<file path="src/sv/utp_pkg.sv">
package utp_pkg;

	localparam logic [20:0] REPL_CP = 21'h00FFFD;

	localparam logic [1:0] CLS_WORD  = 2'd0;
	localparam logic [1:0] CLS_ALONE = 2'd1;
	localparam logic [1:0] CLS_END   = 2'd2;

	// results of one byte: replacement run, then one character, then end marker
	typedef struct packed {
		logic [2:0]  nrepl;
		logic        repl_begins;
		logic        has_x;
		logic [20:0] x_cp;
		logic [1:0]  x_class;
		logic        x_begins;
		logic        has_end;
	} desc_t;

	function automatic logic rng(input logic [20:0] c, input logic [20:0] lo,
		input logic [20:0] hi);
		return (c >= lo) && (c <= hi);
	endfunction

	function automatic logic is_space(input logic [20:0] c);
		return c == 21'h20 || c == 21'h09 || c == 21'h0A || c == 21'h0D ||
			c == 21'hA0 || c == 21'h1680 || rng(c, 21'h2000, 21'h200A) ||
			c == 21'h202F || c == 21'h205F || c == 21'h3000;
	endfunction

	function automatic logic is_control(input logic [20:0] c);
		logic tab_nl;
		tab_nl = c == 21'h09 || c == 21'h0A || c == 21'h0D;
		return !tab_nl && (c < 21'h20 || rng(c, 21'h7F, 21'h9F));
	endfunction

	function automatic logic is_punct(input logic [20:0] c);
		return rng(c, 21'h21, 21'h2F) || rng(c, 21'h3A, 21'h40) ||
			rng(c, 21'h5B, 21'h60) || rng(c, 21'h7B, 21'h7E) ||
			rng(c, 21'hA1, 21'hBF) || rng(c, 21'h2000, 21'h206F) ||
			rng(c, 21'h3000, 21'h303F) || rng(c, 21'hFF01, 21'hFF0F) ||
			rng(c, 21'hFF1A, 21'hFF20) || rng(c, 21'hFF3B, 21'hFF40) ||
			rng(c, 21'hFF5B, 21'hFF65);
	endfunction

	function automatic logic is_cjk(input logic [20:0] c);
		return rng(c, 21'h4E00, 21'h9FFF) || rng(c, 21'h3400, 21'h4DBF) ||
			rng(c, 21'hF900, 21'hFAFF) || rng(c, 21'h20000, 21'h2A6DF) ||
			rng(c, 21'h2A700, 21'h2B73F) || rng(c, 21'h2B740, 21'h2B81F) ||
			rng(c, 21'h2B820, 21'h2CEAF) || rng(c, 21'h2CEB0, 21'h2EBEF) ||
			rng(c, 21'h30000, 21'h3134F);
	endfunction

endpackage

</file>
<file path="src/sv/utp_byte_if.sv">
interface utp_byte_if;
	logic       valid;
	logic       ready;
	logic [7:0] text_byte;
	logic       end_of_input;

	modport source(output valid, output text_byte, output end_of_input, input ready);
	modport sink(input valid, input text_byte, input end_of_input, output ready);
endinterface

</file>
<file path="src/sv/utp_char_if.sv">
interface utp_char_if;
	logic        valid;
	logic        ready;
	logic [20:0] code_point;
	logic [1:0]  char_class;
	logic        begins_word;
	logic        text_end;
	logic        run_last;

	modport source(output valid, output code_point, output char_class,
		output begins_word, output text_end, output run_last, input ready);
	modport sink(input valid, input code_point, input char_class,
		input begins_word, input text_end, input run_last, output ready);
endinterface

</file>
<file path="src/sv/utf8_pretokenizer_core.sv">
// channel  dir  handshake      payload
// text     in   valid/ready    text_byte[7:0], end_of_input
// chars    out  valid/ready    code_point[20:0], char_class[1:0], begins_word,
//                              text_end, run_last
//
// a byte is decoded and classified in the cycle it is taken; its words leave
// through a run register and an output register, one word per cycle unless chars stalls
// a byte yielding one word or none sustains one byte per cycle while chars does not
// stall; a byte yielding n words holds text until its last word advances, up to five
// arst_n clears the utf-8 decoder, the open word and the valid state of both registers
// a stall on chars backs up through the output and run registers to text.ready
module utf8_pretokenizer_core (
	input  logic       clk,
	input  logic       arst_n,
	utp_byte_if.sink   text,
	utp_char_if.source chars
);
	import utp_pkg::*;

	desc_t desc;
	logic  take, rdy, x_drop;

	assign take       = text.valid && rdy;
	assign text.ready = rdy;
	assign x_drop     = is_control(desc.x_cp) || is_space(desc.x_cp);

	utp_decode u_decode (
		.clk          (clk),
		.arst_n       (arst_n),
		.take         (take),
		.text_byte    (text.text_byte),
		.end_of_input (text.end_of_input),
		.desc         (desc)
	);

	utp_emit u_emit (
		.clk      (clk),
		.arst_n   (arst_n),
		.take     (take),
		.desc     (desc),
		.x_drop   (x_drop),
		.in_ready (rdy),
		.chars    (chars)
	);
endmodule

</file>
<file path="src/sv/utp_decode.sv">
module utp_decode (
	input  logic           clk,
	input  logic           arst_n,
	input  logic           take,
	input  logic [7:0]     text_byte,
	input  logic           end_of_input,
	output utp_pkg::desc_t desc
);
	import utp_pkg::*;

	logic [1:0]  exp_q, held_q;
	logic [20:0] pc_q;
	logic        wo_q;

	logic [1:0]  exp_d, held_d, held_inc, exp_dec;
	logic [20:0] pc_d, pc_ext;
	logic        wo_d, wo_r, cont;
	logic        x_ctrl, x_space, x_alone;

	logic [2:0]  nrepl;
	logic        has_x;
	logic [20:0] cp_x;
	logic [1:0]  cls_x;
	logic        bw_x;

	assign cont     = text_byte[7:6] == 2'b10;
	assign pc_ext   = {pc_q[14:0], text_byte[5:0]};
	assign held_inc = held_q + 2'd1;
	assign exp_dec  = exp_q - 2'd1;

	// sequence decode
	always_comb begin
		exp_d  = exp_q;
		held_d = held_q;
		pc_d   = pc_q;
		nrepl  = 3'd0;
		has_x  = 1'b0;
		cp_x   = 21'd0;
		if (exp_q != 2'd0 && cont) begin
			if (exp_dec == 2'd0) begin
				has_x  = 1'b1;
				cp_x   = pc_ext;
				exp_d  = 2'd0;
				held_d = 2'd0;
				pc_d   = 21'd0;
			end else if (end_of_input) begin
				nrepl = {1'b0, held_inc} + 3'd1;
			end else begin
				exp_d  = exp_dec;
				held_d = held_inc;
				pc_d   = pc_ext;
			end
		end else begin
			if (exp_q != 2'd0) begin
				nrepl = {1'b0, held_q} + 3'd1;
			end
			exp_d  = 2'd0;
			held_d = 2'd0;
			pc_d   = 21'd0;
			if (!text_byte[7]) begin
				has_x = 1'b1;
				cp_x  = {14'd0, text_byte[6:0]};
			end else if (!text_byte[6] || end_of_input) begin
				nrepl = nrepl + 3'd1;
			end else begin
				priority if (text_byte[5:4] == 2'b11) begin
					exp_d = 2'd3;
					pc_d  = {18'd0, text_byte[2:0]};
				end else if (text_byte[5]) begin
					exp_d = 2'd2;
					pc_d  = {17'd0, text_byte[3:0]};
				end else begin
					exp_d = 2'd1;
					pc_d  = {16'd0, text_byte[4:0]};
				end
			end
		end
		if (end_of_input) begin
			exp_d  = 2'd0;
			held_d = 2'd0;
			pc_d   = 21'd0;
		end
	end

	// character class and word tracking
	assign x_ctrl  = is_control(cp_x);
	assign x_space = is_space(cp_x);
	assign x_alone = is_punct(cp_x) || is_cjk(cp_x);
	assign wo_r    = (nrepl != 3'd0) ? 1'b1 : wo_q;

	always_comb begin
		cls_x = CLS_WORD;
		bw_x  = !wo_r;
		wo_d  = wo_r;
		if (has_x && !x_ctrl) begin
			if (x_space) begin
				wo_d = 1'b0;
			end else if (x_alone) begin
				cls_x = CLS_ALONE;
				bw_x  = 1'b1;
				wo_d  = 1'b0;
			end else begin
				wo_d = 1'b1;
			end
		end
		if (end_of_input) begin
			wo_d = 1'b0;
		end
	end

	assign desc = '{nrepl: nrepl, repl_begins: !wo_q, has_x: has_x, x_cp: cp_x,
		x_class: cls_x, x_begins: bw_x, has_end: end_of_input};

	// the emitter drops characters that are control or whitespace
	always_ff @(posedge clk or negedge arst_n) begin
		if (!arst_n) begin
			exp_q  <= 2'd0;
			held_q <= 2'd0;
			pc_q   <= 21'd0;
			wo_q   <= 1'b0;
		end else if (take) begin
			exp_q  <= exp_d;
			held_q <= held_d;
			pc_q   <= pc_d;
			wo_q   <= wo_d;
		end
	end

	logic x_keep;
	assign x_keep = has_x && !x_ctrl && !x_space;

	a_end_clears: assert property (@(posedge clk) disable iff (!arst_n)
		take && end_of_input |=> exp_q == 2'd0 && held_q == 2'd0 && !wo_q)
		else $error("decoder not cleared after end of text");
	a_seq_bound: assert property (@(posedge clk) disable iff (!arst_n)
		({1'b0, exp_q} + {1'b0, held_q}) <= 3'd3)
		else $error("sequence length exceeds four bytes");
	a_keep_word: assert property (@(posedge clk) disable iff (!arst_n)
		take && x_keep && cls_x == CLS_WORD |=> wo_q || $past(end_of_input))
		else $error("word character left no open word");
endmodule

</file>
<file path="src/sv/utp_emit.sv">
module utp_emit (
	input  logic           clk,
	input  logic           arst_n,
	input  logic           take,
	input  utp_pkg::desc_t desc,
	input  logic           x_drop,
	output logic           in_ready,
	utp_char_if.source     chars
);
	import utp_pkg::*;

	logic [2:0]  rep_q;
	logic        rb_q, xp_q, ep_q;
	logic [20:0] xcp_q;
	logic [1:0]  xcls_q;
	logic        xbw_q;

	logic        out_v_q;
	logic [20:0] cp_s2;
	logic [1:0]  cls_s2;
	logic        bw_s2, te_s2, last_s2;

	logic        busy, advance, load, has_x;
	logic [20:0] it_cp;
	logic [1:0]  it_cls;
	logic        it_bw, it_te, it_last;

	assign has_x    = desc.has_x && !x_drop;
	assign busy     = (rep_q != 3'd0) || xp_q || ep_q;
	assign advance  = busy && (!out_v_q || chars.ready);
	assign in_ready = !busy || (advance && it_last);
	assign load     = take && (desc.nrepl != 3'd0 || has_x || desc.has_end);

	// pick the next word of the run
	always_comb begin
		if (rep_q != 3'd0) begin
			it_cp   = REPL_CP;
			it_cls  = CLS_WORD;
			it_bw   = rb_q;
			it_te   = 1'b0;
			it_last = rep_q == 3'd1 && !xp_q && !ep_q;
		end else if (xp_q) begin
			it_cp   = xcp_q;
			it_cls  = xcls_q;
			it_bw   = xbw_q;
			it_te   = 1'b0;
			it_last = !ep_q;
		end else begin
			it_cp   = 21'd0;
			it_cls  = CLS_END;
			it_bw   = 1'b0;
			it_te   = 1'b1;
			it_last = 1'b1;
		end
	end

	always_ff @(posedge clk or negedge arst_n) begin
		if (!arst_n) begin
			rep_q <= 3'd0;
			rb_q  <= 1'b0;
			xp_q  <= 1'b0;
			ep_q  <= 1'b0;
		end else if (load) begin
			rep_q <= desc.nrepl;
			rb_q  <= desc.repl_begins;
			xp_q  <= has_x;
			ep_q  <= desc.has_end;
		end else if (advance) begin
			if (rep_q != 3'd0) begin
				rep_q <= rep_q - 3'd1;
				rb_q  <= 1'b0;
			end else if (xp_q) begin
				xp_q <= 1'b0;
			end else begin
				ep_q <= 1'b0;
			end
		end
	end

	always_ff @(posedge clk) begin
		if (load) begin
			xcp_q  <= desc.x_cp;
			xcls_q <= desc.x_class;
			xbw_q  <= desc.x_begins;
		end
	end

	always_ff @(posedge clk or negedge arst_n) begin
		if (!arst_n) begin
			out_v_q <= 1'b0;
		end else if (advance) begin
			out_v_q <= 1'b1;
		end else if (chars.ready) begin
			out_v_q <= 1'b0;
		end
	end

	always_ff @(posedge clk) begin
		if (advance) begin
			cp_s2   <= it_cp;
			cls_s2  <= it_cls;
			bw_s2   <= it_bw;
			te_s2   <= it_te;
			last_s2 <= it_last;
		end
	end

	assign chars.valid       = out_v_q;
	assign chars.code_point  = cp_s2;
	assign chars.char_class  = cls_s2;
	assign chars.begins_word = bw_s2;
	assign chars.text_end    = te_s2;
	assign chars.run_last    = last_s2;

	a_end_last: assert property (@(posedge clk) disable iff (!arst_n)
		out_v_q && te_s2 |-> last_s2 && cp_s2 == 21'd0 && cls_s2 == CLS_END)
		else $error("end marker malformed");
	a_alone_begins: assert property (@(posedge clk) disable iff (!arst_n)
		out_v_q && cls_s2 == CLS_ALONE |-> bw_s2)
		else $error("standalone character does not begin a word");
	a_take_free: assert property (@(posedge clk) disable iff (!arst_n)
		load |=> busy)
		else $error("loaded run lost");
	a_no_overrun: assert property (@(posedge clk) disable iff (!arst_n)
		take && busy |-> advance && it_last)
		else $error("byte taken while run pending");
endmodule
</file>
<file path="src/flat_wrapper.sv">
// flat-port wrapper written by rule: the top's interface ports become plain ports
module utf8_pretokenizer_core_flat import utp_pkg::*;
  (clk, arst_n, text_valid, text_text_byte, text_end_of_input, text_ready, chars_valid, chars_code_point, chars_char_class, chars_begins_word, chars_text_end, chars_run_last, chars_ready);
  utp_byte_if text_i ();
  utp_char_if chars_i ();
  input  logic clk;
  input  logic arst_n;
  input wire logic [$bits(text_i.valid)-1:0] text_valid;
  input wire logic [$bits(text_i.text_byte)-1:0] text_text_byte;
  input wire logic [$bits(text_i.end_of_input)-1:0] text_end_of_input;
  output wire logic [$bits(text_i.ready)-1:0] text_ready;
  output wire logic [$bits(chars_i.valid)-1:0] chars_valid;
  output wire logic [$bits(chars_i.code_point)-1:0] chars_code_point;
  output wire logic [$bits(chars_i.char_class)-1:0] chars_char_class;
  output wire logic [$bits(chars_i.begins_word)-1:0] chars_begins_word;
  output wire logic [$bits(chars_i.text_end)-1:0] chars_text_end;
  output wire logic [$bits(chars_i.run_last)-1:0] chars_run_last;
  input wire logic [$bits(chars_i.ready)-1:0] chars_ready;
  assign text_i.valid = text_valid;
  assign text_i.text_byte = text_text_byte;
  assign text_i.end_of_input = text_end_of_input;
  assign text_ready = text_i.ready;
  assign chars_valid = chars_i.valid;
  assign chars_code_point = chars_i.code_point;
  assign chars_char_class = chars_i.char_class;
  assign chars_begins_word = chars_i.begins_word;
  assign chars_text_end = chars_i.text_end;
  assign chars_run_last = chars_i.run_last;
  assign chars_i.ready = chars_ready;
  utf8_pretokenizer_core u_core (.clk(clk), .arst_n(arst_n), .text(text_i), .chars(chars_i));
endmodule
</file>
<file path="config.mk">
export PLATFORM = sky130hd
export DESIGN_NAME = utf8_pretokenizer_core_flat
export DESIGN_NICKNAME = d
export VERILOG_FILES = /design/src/sv/utp_pkg.sv /design/src/sv/utp_byte_if.sv /design/src/sv/utp_char_if.sv /design/src/sv/utf8_pretokenizer_core.sv /design/src/sv/utp_decode.sv /design/src/sv/utp_emit.sv /design/src/flat_wrapper.sv
export SDC_FILE = /design/constraint.sdc
export NUM_CORES = 1
export LEC_CHECK = 0
export ABC_AREA = 1
export BUFFER_PORTS_ARGS = -buffer_cell sky130_fd_sc_hd__buf_2
export CORE_MARGIN = 1
export CORE_UTILIZATION = 54
export CTS_BUF_LIST = sky130_fd_sc_hd__clkbuf_4 sky130_fd_sc_hd__clkbuf_8
export DETAILED_ROUTE_END_ITERATION = 10
export PLACE_DENSITY_LB_ADDON = 0.1
export SETUP_SLACK_MARGIN = 0.05
export SYNTH_ARGS = -nofsm -noshare
export SYNTH_HDL_FRONTEND = slang
export SYNTH_SLANG_ARGS = --single-unit
</file>
<file path="constraint.sdc">
create_clock -name clk -period 3.9 [get_ports clk]
set_input_delay 1.17 -clock clk [delete_from_list [all_inputs] [get_ports clk]]
set_output_delay 1.17 -clock clk [all_outputs]
set_load 0.05 [all_outputs]
</file>
Yosys cells after proc, flatten, opt, wreduce, memory -nomap -nowiden
Cells that the tools add are included.
{"block": "totals", "reg_bits": 77, "in_bits": 13}
{"block": "op_classes", "addsub": 6, "magnitude_cmp": 44, "eq_ne": 14, "n_mux": 61, "bitwise_logic": 2, "reduce_logical": 93}
{"op": "$ge 21x18->1 const B", "count": 6}
{"op": "$le 21x16->1 const B", "count": 6}
{"op": "$le 21x18->1 const B", "count": 6}
{"op": "$ge 21x16->1 const B", "count": 5}
{"op": "$eq 21x14->1 const B", "count": 3}
{"op": "$eq 21x4->1 const B", "count": 3}
{"op": "$ge 21x14->1 const B", "count": 3}
{"op": "$ge 21x7->1 const B", "count": 3}
{"op": "$le 21x14->1 const B", "count": 3}
{"op": "$le 21x7->1 const B", "count": 3}
{"op": "$mux 15", "count": 3}
{"op": "$ge 21x6->1 const B", "count": 2}
{"op": "$le 21x8->1 const B", "count": 2}
{"op": "$mux 21", "count": 2}
{"op": "$logic_or 1x1->1", "count": 39}
{"op": "$logic_and 1x1->1", "count": 32}
{"op": "$mux 3", "count": 10}
{"op": "$mux 1", "count": 29}
{"op": "$mux 2", "count": 11}
{"op": "$eq 21x13->1 const B", "count": 1}
{"op": "$eq 21x6->1 const B", "count": 1}
{"op": "$eq 21x8->1 const B", "count": 1}
{"op": "$ge 21x15->1 const B", "count": 1}
{"op": "$ge 21x8->1 const B", "count": 1}
{"op": "other kinds (23)", "count": 44}

Depth between registers and ports, before layout
Gate-level depths: netlist (run 1).
{"block": "logic_depth", "ltp_word": 22, "mapped_depth": 21}

Cells and area by module
Synthesis (run 1) repeated with hierarchy kept, for this count alone.
{"block": "hier_totals", "cells_unflattened": 814, "hier_area_um2": 5580.4}
{"module": "utp_decode", "n_inst": 1, "cells_per_inst": 582, "area_each_um2": 3099.2, "seq_area_each_um2": 500.5}
{"module": "utp_emit", "n_inst": 1, "cells_per_inst": 171, "area_each_um2": 2202.1, "seq_area_each_um2": 1676.6}
{"module": "utf8_pretokenizer_core", "n_inst": 1, "cells_per_inst": 61, "area_each_um2": 279.0, "seq_area_each_um2": 0.0}

Worst setup path before layout (run 1)
Ideal clock, no wire load.
{"block": "synth_path", "kind": "input-to-reg", "startpoint": "in text_text_byte[6]", "endpoint": "reg u_core.u_emit.xbw_q, enable pin", "arrival_ns": 2.898, "t_required_ns": 3.536, "setup_slack_ns": 0.638, "stages": 14, "path_cell_list": "inv_2 -> nand3_4 -> buf_12 -> a21oi_2 -> nor2_8 -> nand2_2 -> nor2_2 -> nand2_1 -> nor2_1 -> nand2_1 -> nand3_1 -> nor2_4 -> nand4_2 -> nand2_2"}
{"block": "synth_via", "elab_chain_cells": 19, "word_cells_on_any_way": 47, "cone_classes": "order compare: 5; eq/ne: 10; mux: 6; reduce/logical: 26"}
{"element": "start, declared", "line": "flat_wrapper.sv:9", "text": "input wire logic [$bits(text_i.text_byte)-1:0] text_text_byte;"}
{"element": "branches (longest 16 deep; another with $ge 21x14->1)"}
{"element": "$logic_or 1x1->1 (*) (2 in series)", "line": "utp_emit.sv:32", "text": "assign load = take && (desc.nrepl != 3'd0 || has_x || desc.has_end);"}
{"element": "$logic_and 1x1->1 (*)", "line": "utp_emit.sv:32"}
{"element": "named net u_core.u_emit.load", "line": "utp_emit.sv:23", "text": "logic busy, advance, load, has_x;"}
{"element": "end signal, assigned", "line": "utp_emit.sv:84", "text": "xbw_q <= desc.x_begins;"}
{"element": "end, declared", "line": "utp_emit.sv:16", "text": "logic xbw_q;"}
Mark *: on every way through the listed nets, which the timed path passes.
A chain may end at the register's enable or synchronous reset.

Worst setup path after layout (run 1)
{"block": "layout_path", "startpoint": "reg u_core.u_decode.exp_q[1]", "endpoint": "reg u_core.u_emit.xcp_q[15], enable pin"}
{"block": "layout_via", "elab_chain_cells": 20, "word_cells_on_any_way": 52, "cone_classes": "add/sub: 2; order compare: 5; eq/ne: 9; mux: 10; reduce/logical: 26"}
{"element": "start, declared", "line": "utp_decode.sv:11", "text": "logic [1:0] exp_q, held_q;"}
{"element": "start signal, assigned", "line": "utp_decode.sv:122", "text": "exp_q <= exp_d;"}
{"element": "branches (longest 17 deep; another with $ge 21x14->1)"}
{"element": "$logic_or 1x1->1 (*) (2 in series)", "line": "utp_emit.sv:32"}
{"element": "$logic_and 1x1->1 (*)", "line": "utp_emit.sv:32"}
{"element": "named net u_core.u_emit.load", "line": "utp_emit.sv:23"}
{"element": "end signal, assigned", "line": "utp_emit.sv:82", "text": "xcp_q <= desc.x_cp;"}
{"element": "end, declared", "line": "utp_emit.sv:14", "text": "logic [20:0] xcp_q;"}
Mark *: on every way through the listed nets, which the timed path passes. The select of a mux whose other input is x is not followed.

==> results of run 1 <==
## worst paths after layout
path,slack [ns],cells after the start,startpoint,endpoint
setup / recovery,0.40,15,u_core.u_decode.exp_q[1],u_core.u_emit.xcp_q[15]
hold / removal,0.50,2,u_core.u_decode.pc_q[12],u_core.u_decode.pc_q[12]
setup reg to reg,0.40,15,u_core.u_decode.exp_q[1],u_core.u_emit.xcp_q[15]
hold reg to reg,0.50,2,u_core.u_decode.pc_q[12],u_core.u_decode.pc_q[12]
max in group asynchronous,2.65,1,arst_n,u_core.u_decode.pc_q[9]
min in group asynchronous,0.82,1,arst_n,u_core.u_decode.held_q[0]
## per-stage QoR
stage	setup slack, ns	utilization (%)	cell area [sq um]
floorplan	0.638	-	5440
global placement	0.122	60.3	5890
detailed placement	0.0981	60.3	5890
CTS	0.425	62.4	6100
global route	0.133	62.4	6100
finish	0.403	62.4	6100
## routing by layer
metal | share of wire, % | vias to the layer above | GRT usage, %
met3 | 7.5 | 53 | 6.63
met1 | 43 | 2512 | 46.3
li1 | - | 2538 | -
met5 | 0 | - | 0
met4 | 3.8 | 0 | 13.5
met2 | 46 | 268 | 57.9
## layout make-up
type                            count  area, sq um
Multi-Input combinational cell    560         2880
Tap cell                          133          166
Fill cell                         886         3670
Timing Repair Buffer               63          385
Inverter                           92          345
Sequential cell                    75         2120
Clock inverter                      7         82.6
Clock buffer                        9          124
## flip-flops by register name (all words and copies together), names as in the netlist, 2 cells and up
register,cells
u_core.u_emit.chars.code_point,21
u_core.u_decode.held_q,2
u_core.u_decode.exp_q,2
u_core.u_emit.chars.char_class,2
u_core.u_decode.pc_q,15
u_core.u_emit.rep_q,3
u_core.u_emit.xcp_q,21
## worst max-delay path, delay by kind of cell, from the launching register on
kind / cells / cell delay (ns)
compound gates: 1 / 0.33
fa+ha+maj: 1 / 0.70
buf+inv: 3 / 0.50
flops: 1 / 0.37
simple gates: 10 / 1.27
## cell families (layout without fill, tap and decap cells)
| logic type | Yosys count | in the layout |
|---|---|---|
| DFF | 75 | 75 |
| buffers and inverters | 108 | 171 |
| adders and majority gates | 8 | 8 |
| and+or+nand+nor | 466 | 466 |
| AOI/OAI and AO/OA | 82 | 82 |
| xor gates and xnor gates | 4 | 4 |
## layout by cell type, fill, tap and decap left out, types with 8 or more instances in the layout
cell / count
nand2_2: 16
nand4_1: 16
nor2_2: 15
nor2_1: 97
ha_1: 8
nand2_1: 222
nor2_4: 8
buf_2: 40
nor3_1: 10
dfrtp_1: 27
clkbuf_8: 9
o21ai_0: 30
o21ai_1: 10
o22ai_1: 10
inv_1: 85
edfxtp_1: 48
buf_4: 22
nand3_1: 57
## Yosys cell counts (2+ instances only)
| cell type | number | area (sq um) |
|---|---|---|
| nand2_1 | 222 | 833 |
| nor2_1 | 97 | 364 |
| inv_1 | 85 | 319 |
| nand3_1 | 57 | 285 |
| edfxtp_1 | 48 | 1440 |
| o21ai_0 | 30 | 150 |
| dfrtp_1 | 27 | 676 |
| nand2_2 | 16 | 100 |
| nand4_1 | 16 | 100 |
| nor2_2 | 15 | 93.8 |
| nor3_1 | 10 | 50.1 |
| o21ai_1 | 10 | 50.1 |
| o22ai_1 | 10 | 62.6 |
| clkbuf_1 | 9 | 33.8 |
| ha_1 | 8 | 100 |
| nor2_4 | 8 | 90.1 |
| a21oi_1 | 7 | 35.0 |
| nand3_2 | 7 | 70.1 |
| inv_2 | 6 | 22.5 |
| nand2_4 | 5 | 56.3 |
| nor2_8 | 4 | 80.1 |
| o211ai_1 | 4 | 30.0 |
| o21ai_2 | 4 | 35.0 |
| buf_2 | 3 | 15.0 |
| o31ai_1 | 3 | 22.5 |
| xnor2_1 | 3 | 26.3 |
| a31oi_1 | 2 | 12.5 |
| and2_1 | 2 | 12.5 |
| buf_4 | 2 | 15.0 |
| nand3_4 | 2 | 35.0 |
| nand3b_1 | 2 | 15.0 |
| nor3_2 | 2 | 20.0 |
| o2111ai_1 | 2 | 17.5 |
| o21ai_4 | 2 | 32.5 |
## power by group
group	internal (uW)	switching [uW]
Sequential	1150	184
Combinational	396	1150
Clock	307	324
==> impl_metrics.tcl, run 1 <==
set metrics [dict create \
    ctsHoldBuffers 0 \
    fin_cells 939 \
    dp_hpwl_microns 13500 \
    die_y_microns 102 \
    cp.required_ns 3.95 \
    drtPass1Iterations 6 \
    slew-limit-headroom_pct 41.9 \
    setup_viol 0 \
    cellLeakagePower_uw 0.00288 \
    slew_viol_final 0 \
    tightest_slew_ns 0.868 \
    syn_nets 764 \
    worstPathCellList "inv_1 -> ha_1 -> inv_1 -> nor2_4 -> o21ai_0 -> nand3_1 -> nor2_2 -> nand2_1 -> nor2_1 -> nand2_1 -> nand3_1 -> nor2_4 -> nand4_2 -> nand2_2 -> buf_12" \
    fin_crit_ns 3.50 \
    cts.repair.resized 0 \
    grt.total_usage_pct 35.3 \
    first_iter_violations 432 \
    max_freq_ghz 0.286 \
    max_cap_viol_count 0 \
    synth_cell_types 47 \
    synth_area_sq_um 5440 \
    num_antenna_cells 0 \
    cts_setup_buffers 0 \
    synthSimpleGateAreaFrac_pct 40.8 \
    async_flop_share_pct 36.0 \
    tns_ns 0 \
    crit_fanout 27 \
    ys_seq_area_share_pct 38.9 \
    grt_pass1_wl_microns 27400 \
    start_kind "register" \
    post_drt_wl_per_cell_microns 18.0 \
    synth_edf_count 48 \
    num_rows 36 \
    cp_slowest_cell "ha_1" \
    wirelength_microns 16900 \
    drcViolationCount 0 \
    muxShareOfSynthArea_pct 0 \
    clock_latency_ns 0.35 \
    end_kind "register" \
    overflow 0 \
    grt_pass1_vias 5047 \
    antenna_found_initial 0 \
    grt_max_degree 28 \
    die_w_microns 102 \
    tritoncts "done" \
    status "finished clean" \
    numClockSinks 75 \
    cts_buffers 9 \
    synthCells 743 \
    vias 5371 \
    clk_pin_slew_ns 0.09 \
    powerDensity_nw_per_um2 576 \
    ant_nets 0 \
    place.port_buffers 40 \
    synth_fa_ha_area_share_pct 1.84 \
    skew_ns 0.0167 \
    drive_above_1_share_pct 19.1 \
    synth_seq_cells 75 \
    num-nets-final 822 \
    min-delay-path-class "reg2reg" \
    cts_root_buf "clkbuf_8" \
    area_delta_synth_final_pct 12.2 \
    power_uw 3510 \
    syn_area_per_cell_sq_um 7.32 \
    cp.arrival_ns 3.54 \
    synth_flop_cell "edfxtp_1" \
    whs_ns 0.501 \
    hold_viol 0 \
    irDropWorstVdd_uv 388 \
    slowest_delay_ns 0.70 \
    h-tree-depth 3 \
    pin_count 41 \
    synth_xor_area_share_pct 0.644 \
    ys_warn_count 0 \
    rsz0062_at_grt "false" \
    place_inst 923 \
    setup.worst_path.class "reg2reg" \
    start_util_pct 55.6 \
    min_period_over_period_pct 89.7 \
    routabilityCongestion 1.04 \
    dieArea_sq_um 10500 \
    synth_compound_area_share_pct 9.69 \
    synth_top_family_by_area "simple AND/OR/NAND/NOR gates" \
    clockBufferDepth 2 \
    viasPerCell 5.72 \
    core_area_sq_um 9770 \
]
(Power assumes the default switching activity.)
==> run 2, diff against run 1 <==
Settings changed: RECOVER_POWER from default to 50, SYNTH_HIERARCHICAL from default to 1.
==> run 2 against run 1 <==
The flow now finishes with violations (max-capacitance violations, max-slew violations). Synthesized area up 2.6%. Register-to-register slack gained 0.04 ns. Clock-buffer cell count increased by 2. Global-route usage shrank 0.28 points. Synthesized cell count increased by 9.6%. Die area rose by 2.6%. Largest cell class unchanged. Largest power group unchanged.
==> impl_metrics.tcl, run 2 <==
set metrics [dict create \
    status "complete, but fails checks" \
    violations "max-capacitance violations, max-slew violations" \
    async_flop_share_pct 35.1 \
    worst-path-buf-inv 5 \
    synth_cell_types 41 \
    first_iter_violations 561 \
    num_rows 36 \
    slew-limit-headroom_pct -1.13 \
    min-delay-path-class "reg2reg" \
    tightest_slew_ns 1.52 \
    synth_most_common_cell "nand2_1" \
    yosys-top-cells-area "edfxtp_1, nand2_1, dfrtp_1" \
    synth_largest_area_cell "edfxtp_1" \
    irDropWorstVdd_uv 377 \
    cp.required_ns 4.14 \
    h-tree-depth 3 \
    place.port_buffers 40 \
    num-fill-cells 932 \
    ys_seq_area_share_pct 39.0 \
    min_period_over_period_pct 91.2 \
    worstPathCellList "buf_2 -> nand3_4 -> nand2_1 -> nand2_2 -> inv_1 -> inv_1 -> nor3_2 -> a21oi_1 -> nand3b_1 -> nand3_2 -> inv_1 -> nand2_1 -> nand3_1 -> nand2_2 -> buf_4 -> nand3_1 -> o21ai_0" \
    synth_area_sq_um 5580 \
    multi_input_area_sq_um 2830 \
    synth_top_area_share_pct 26.9 \
    die_y_microns 104 \
    clock_latency_ns 0.36 \
    fin_crit_ns 3.55 \
    fin_area_sq_um 6200 \
    pin_count 41 \
    setup_viol 0 \
    powerDensity_nw_per_um2 597 \
    overflow 0 \
    hold_viol 0 \
    skew_ns 0.0166 \
    cp_top_family "simple AND/OR/NAND/NOR gates" \
    area_delta_synth_final_pct 11.1 \
    cts_buffers 9 \
    num_antenna_cells 0 \
    cts_setup_buffers 0 \
    cp_slowest_cell "nand3_4" \
    setup.worst_path.class "in2reg" \
    rsz0062_at_grt "false" \
    cts.repair.resized 0 \
    ys_warn_count 6 \
    syn_nets 835 \
    synth_common_cells "nand2_1, nor2_1, inv_1" \
    num-nets-final 893 \
    vias 5836 \
    grt.total_usage_pct 35.0 \
    dp_hpwl_microns 14300 \
    grt_max_degree 28 \
    drtPass1Iterations 5 \
    tritoncts "done" \
    core_area_sq_um 9910 \
    max_freq_ghz 0.281 \
    slowest_delay_ns 0.33 \
    cellLeakagePower_uw 0.00297 \
    post_drt_wl_per_cell_microns 18.4 \
    synth_edf_count 50 \
    synth_seq_cells 77 \
    regArea_sq_um 2180 \
    start_util_pct 56.3 \
    cp.arrival_ns 3.79 \
    start_kind "primary input" \
    grt_pass1_wl_microns 28700 \
    ctsHoldBuffers 0 \
    grt_pass1_vias 5633 \
    syn_area_per_cell_sq_um 6.86 \
    die_w_microns 104 \
    max_cap_viol_count 1 \
    layout_commonest_cell "nand2_1" \
    clockBufferDepth 2 \
    wirelength_microns 18600 \
    dieArea_sq_um 10700 \
    end_kind "register" \
    viasPerCell 5.78 \
    tns_ns 0 \
    ant_nets 0 \
    numClockSinks 77 \
    slew_viol_final 28 \
    antenna_found_initial 0 \
    drcViolationCount 0 \
    routabilityCongestion 1.03 \
    synth_flop_cell "edfxtp_1" \
    clk_pin_slew_ns 0.08 \
    crit_top_cell "inv_1" \
    layout_common_cells "nand2_1, nor2_1, inv_1" \
    drive_above_1_share_pct 10.5 \
    post_dp_cell_area_sq_um 6010 \
    cts_root_buf "clkbuf_8" \
    crit_fanout 27 \
    synthCells 814 \
]
[run 2: changes by cell type in the layout (fill, tap and decap cells not counted), moves of 13 or more]
cell and change:
nand2_1 +32, buf_2 -25, nor3_1 +13, nand3_1 +19
inv_1 +21, nor2_1 +14, clkbuf_1 +27
[run 2: layout make-up]
class / count / share of cell area, %
multi-input combinational: 608 / 45.7
clock inverter: 5 / 1.74
timing repair buffer: 63 / 5.59
inverter: 113 / 6.84
tap: 133 / 2.68
sequential: 77 / 35.1
clock buffer: 11 / 2.34
[run 2: worst register-to-register path: cells and delay by family (launching register included)]
family	cells	cell delay (ns)
AOI/OAI and AO/OA	2	0.25
adders and majority gates	1	0.59
buffers and inverters	6	0.96
DFF	1	0.37
and+or+nand+nor	10	1.15
[run 2: routing by layer]
layer  share of wire, %  global-route usage [%]  vias to the layer above
met5                  0                       0                        -
met4                5.1                    21.8                        0
met3                8.0                    4.41                       68
met2                 48                    58.9                      348
met1                 39                    42.9                     2679
li1                   -                       -                     2741
[run 2: worst paths after layout]
path                                               start                        to  slack [ns]  cells after the start
max in group asynchronous                         arst_n  u_core/u_decode/pc_q[12]        1.84                      1
worst max register to register  u_core/u_decode/exp_q[1]        u_core/u_emit/xp_q        0.44                     19
worst min-delay path                u_core/u_decode/wo_q      u_core/u_decode/wo_q        0.49                      2
worst min register to register      u_core/u_decode/wo_q      u_core/u_decode/wo_q        0.49                      2
worst max-delay path                   text_text_byte[7]        u_core/u_emit/xp_q        0.35                     17
min in group asynchronous                         arst_n  u_core/u_decode/exp_q[1]        1.15                      1
[run 2: through the flow]
stage                     hold WS (ns)  power [uW]  worst slack (ns)  util (%)  instances
after floorplan                  0.449        2540            0.0737         -        814
final                            0.494        3700             0.345      62.6       1010
after global routing             0.514        3880             0.209      62.6       1010
after global placement           0.471        2870             0.105      60.6        994
after CTS                        0.490        3720             0.425      63.2       1010
after detailed placement         0.469        2950            0.0758      60.6        994
[run 2: power by group]
part	internal, uW	total [uW]	leakage (uW)	switching, uW
Combinational	359	1570	0.00202	1210
Sequential	1200	1360	0.000821	168
Clock	453	765	0.000128	312
Total	2010	3700	0.00297	1690
[run 2: logic make-up (layout without fill, tap and decap cells)]
| kind of cell | after synthesis | after routing | synth area share (%) |
|---|---|---|---|
| other | 1 | 1 | 0.0672 |
| xor gates and xnor gates | 3 | 3 | 0.471 |
| AOI/OAI and AO/OA | 76 | 76 | 7.62 |
| and+or+nand+nor | 520 | 520 | 41.2 |
| buffers and inverters | 129 | 192 | 9.84 |
| DFF | 77 | 77 | 39.0 |
| adders and majority gates | 8 | 8 | 1.79 |
==> run 3, diff against run 2 <==
Settings changed: SYNTH_HIERARCHICAL 1 to default.
==> run 3 against run 2 <==
Worst hold slack gained 0.0064 ns. Maximum frequency fell by 3.5%. Via count shrank 8.4%. Wire length shrank 8.5%. Die area shrank 2.5%. Clock power fell by 17%. Largest power group unchanged. Non-clock buffer count did not move. Utilization down 0.74 points. Sequential share of layout area decreased by 0.085 points. Clock-buffer cell count is 2 lower. Total power is 5.7% lower. The run now ends clean. Highest routed layer unchanged.
==> impl_metrics.tcl, run 3 (same netlist as run 1, synthesis figures left out) <==
set metrics [dict create \
    ant_nets 0 \
    num_antenna_cells 0 \
    hold_viol 0 \
    crit_end "u_core.u_emit.xcp_q[15]" \
    status "finished clean" \
    rsz0062_at_grt "false" \
    viasPerCell 5.69 \
    start_util_pct 55.6 \
    cp.arrival_ns 3.73 \
    core_area_sq_um 9770 \
    num-nets-final 822 \
    grt.total_usage_pct 35.3 \
    clock_latency_ns 0.35 \
    pin_count 41 \
    vias 5343 \
    rr_worst_depth 14 \
    clockBufferDepth 2 \
    min_period_over_period_pct 94.4 \
    skew_ns 0.0142 \
    post-route-util_pct 61.8 \
    dp_hpwl_microns 13500 \
    whs_ns 0.500 \
    end_kind "register" \
    irDropWorstVdd_uv 389 \
    min-delay-path-class "reg2reg" \
    r2r_start "u_core.u_decode.exp_q[1]" \
    die_y_microns 102 \
    power_uw 3490 \
    max_cap_viol_count 0 \
    slew_viol_final 0 \
    cts.repair.resized 0 \
    setup.worst_path.class "in2reg" \
    grt_pass1_wl_microns 27400 \
    h-tree-depth 3 \
    crit_fanout 27 \
    drive_above_1_share_pct 15.1 \
    num_rows 36 \
    drcViolationCount 0 \
    layout_common_cells "nand2_1, nor2_1, inv_1" \
    antenna_found_initial 0 \
    place.port_buffers 40 \
    cp.required_ns 3.95 \
    tightest_slew_ns 1.47 \
    ctsHoldBuffers 0 \
    cts_buffers 9 \
    post_dp_cell_area_sq_um 5890 \
    cts_root_buf "clkbuf_8" \
    overflow 0 \
    area_delta_synth_final_pct 11.2 \
    tritoncts "done" \
    fin_crit_ns 3.68 \
    slew-limit-headroom_pct 1.71 \
    cellLeakagePower_uw 0.00282 \
    routabilityCongestion 1.04 \
    numClockSinks 75 \
    worstSetupStartpoint "text_text_byte[7]" \
    drtPass1Iterations 6 \
    die_w_microns 102 \
    post_drt_wl_per_cell_microns 18.1 \
    layout_commonest_cell "nand2_1" \
    setup_viol 0 \
    grt_pass1_vias 5047 \
    r2r-end "u_core.u_emit.xcp_q[15]" \
    dieArea_sq_um 10500 \
    start_kind "primary input" \
    powerDensity_nw_per_um2 577 \
    tns_ns 0 \
    regToRegSetupSlack_ns 0.36 \
    clk_pin_slew_ns 0.09 \
    wirelength_microns 17000 \
    cts_setup_buffers 0 \
    grt_max_degree 28 \
    max_freq_ghz 0.272 \
    first_iter_violations 392 \
    fin_area_sq_um 6040 \
]
==> run 3: cell count changes in the layout (fill, tap and decap cells not counted), moves of 4 or more <==
cell	previous run	this run
nand3_1	76	58
nor2_1	111	98
nor2_8	0	4
nor3_1	23	10
nor2_2	10	14
nand3_2	2	6
o21ai_1	5	10
inv_1	106	86
a21oi_1	17	7
nand2_1	254	224
nand2_2	8	14
nand2_4	1	5
==> run 3: layout make-up <==
type | instances | area (sq um)
inverters | 92 | 345
fillers | 916 | 3730
repair buffers | 63 | 342
well taps | 133 | 166
clock buffers | 9 | 124
clock inverters | 7 | 82.6
flip-flops and latches | 75 | 2120
multi-input cells | 560 | 2870
==> run 3: worst min path at each step <==
stage	startpoint	to	slack, ns	cells past startpoint
global route	u_core.u_decode.pc_q[13]	u_core.u_decode.pc_q[13]	0.53	2
floorplan	u_core.u_decode.pc_q[12]	u_core.u_decode.pc_q[12]	0.45	2
finish	u_core.u_decode.pc_q[12]	u_core.u_decode.pc_q[12]	0.50	2
CTS	u_core.u_decode.pc_q[12]	u_core.u_decode.pc_q[12]	0.50	2
global placement	u_core.u_decode.pc_q[14]	u_core.u_decode.pc_q[14]	0.47	2
detailed placement	u_core.u_decode.pc_q[12]	u_core.u_decode.pc_q[12]	0.48	2
==> run 3: worst max-delay path, cell delays in order <==
cell	delay, ns
clkbuf_1	0.31
nand3_4	0.36
nor2_1	0.19
clkbuf_1	0.46
nor2_2	0.13
nand3_1	0.15
nor2_2	0.06
nand2_1	0.06
nor2_1	0.04
nand2_1	0.07
nand3_1	0.12
nor2_4	0.14
nand4_2	0.15
nand2_2	0.12
buf_12	0.18
==> run 3: stage by stage <==
stage / setup slack [ns] / std cells
finish: 0.218 / 939
floorplan: 0.638 / 743
global placement: 0.122 / 923
global route: 0.0851 / 939
CTS: 0.425 / 939
detailed placement: 0.0981 / 923
==> run 3: metal layers <==
| layer | vias up | share of wire [%] | track usage, % |
|---|---|---|---|
| li1 | 2542 | - | - |
| met1 | 2488 | 41 | 46.3 |
| met2 | 274 | 46 | 57.9 |
| met3 | 39 | 9.1 | 6.63 |
| met4 | 0 | 3.5 | 13.5 |
| met5 | - | 0 | 0 |
==> run 3: report_power, final <==
group / internal [uW] / switching (uW)
combinational: 369 / 1150
clock: 307 / 326
sequential: 1150 / 187
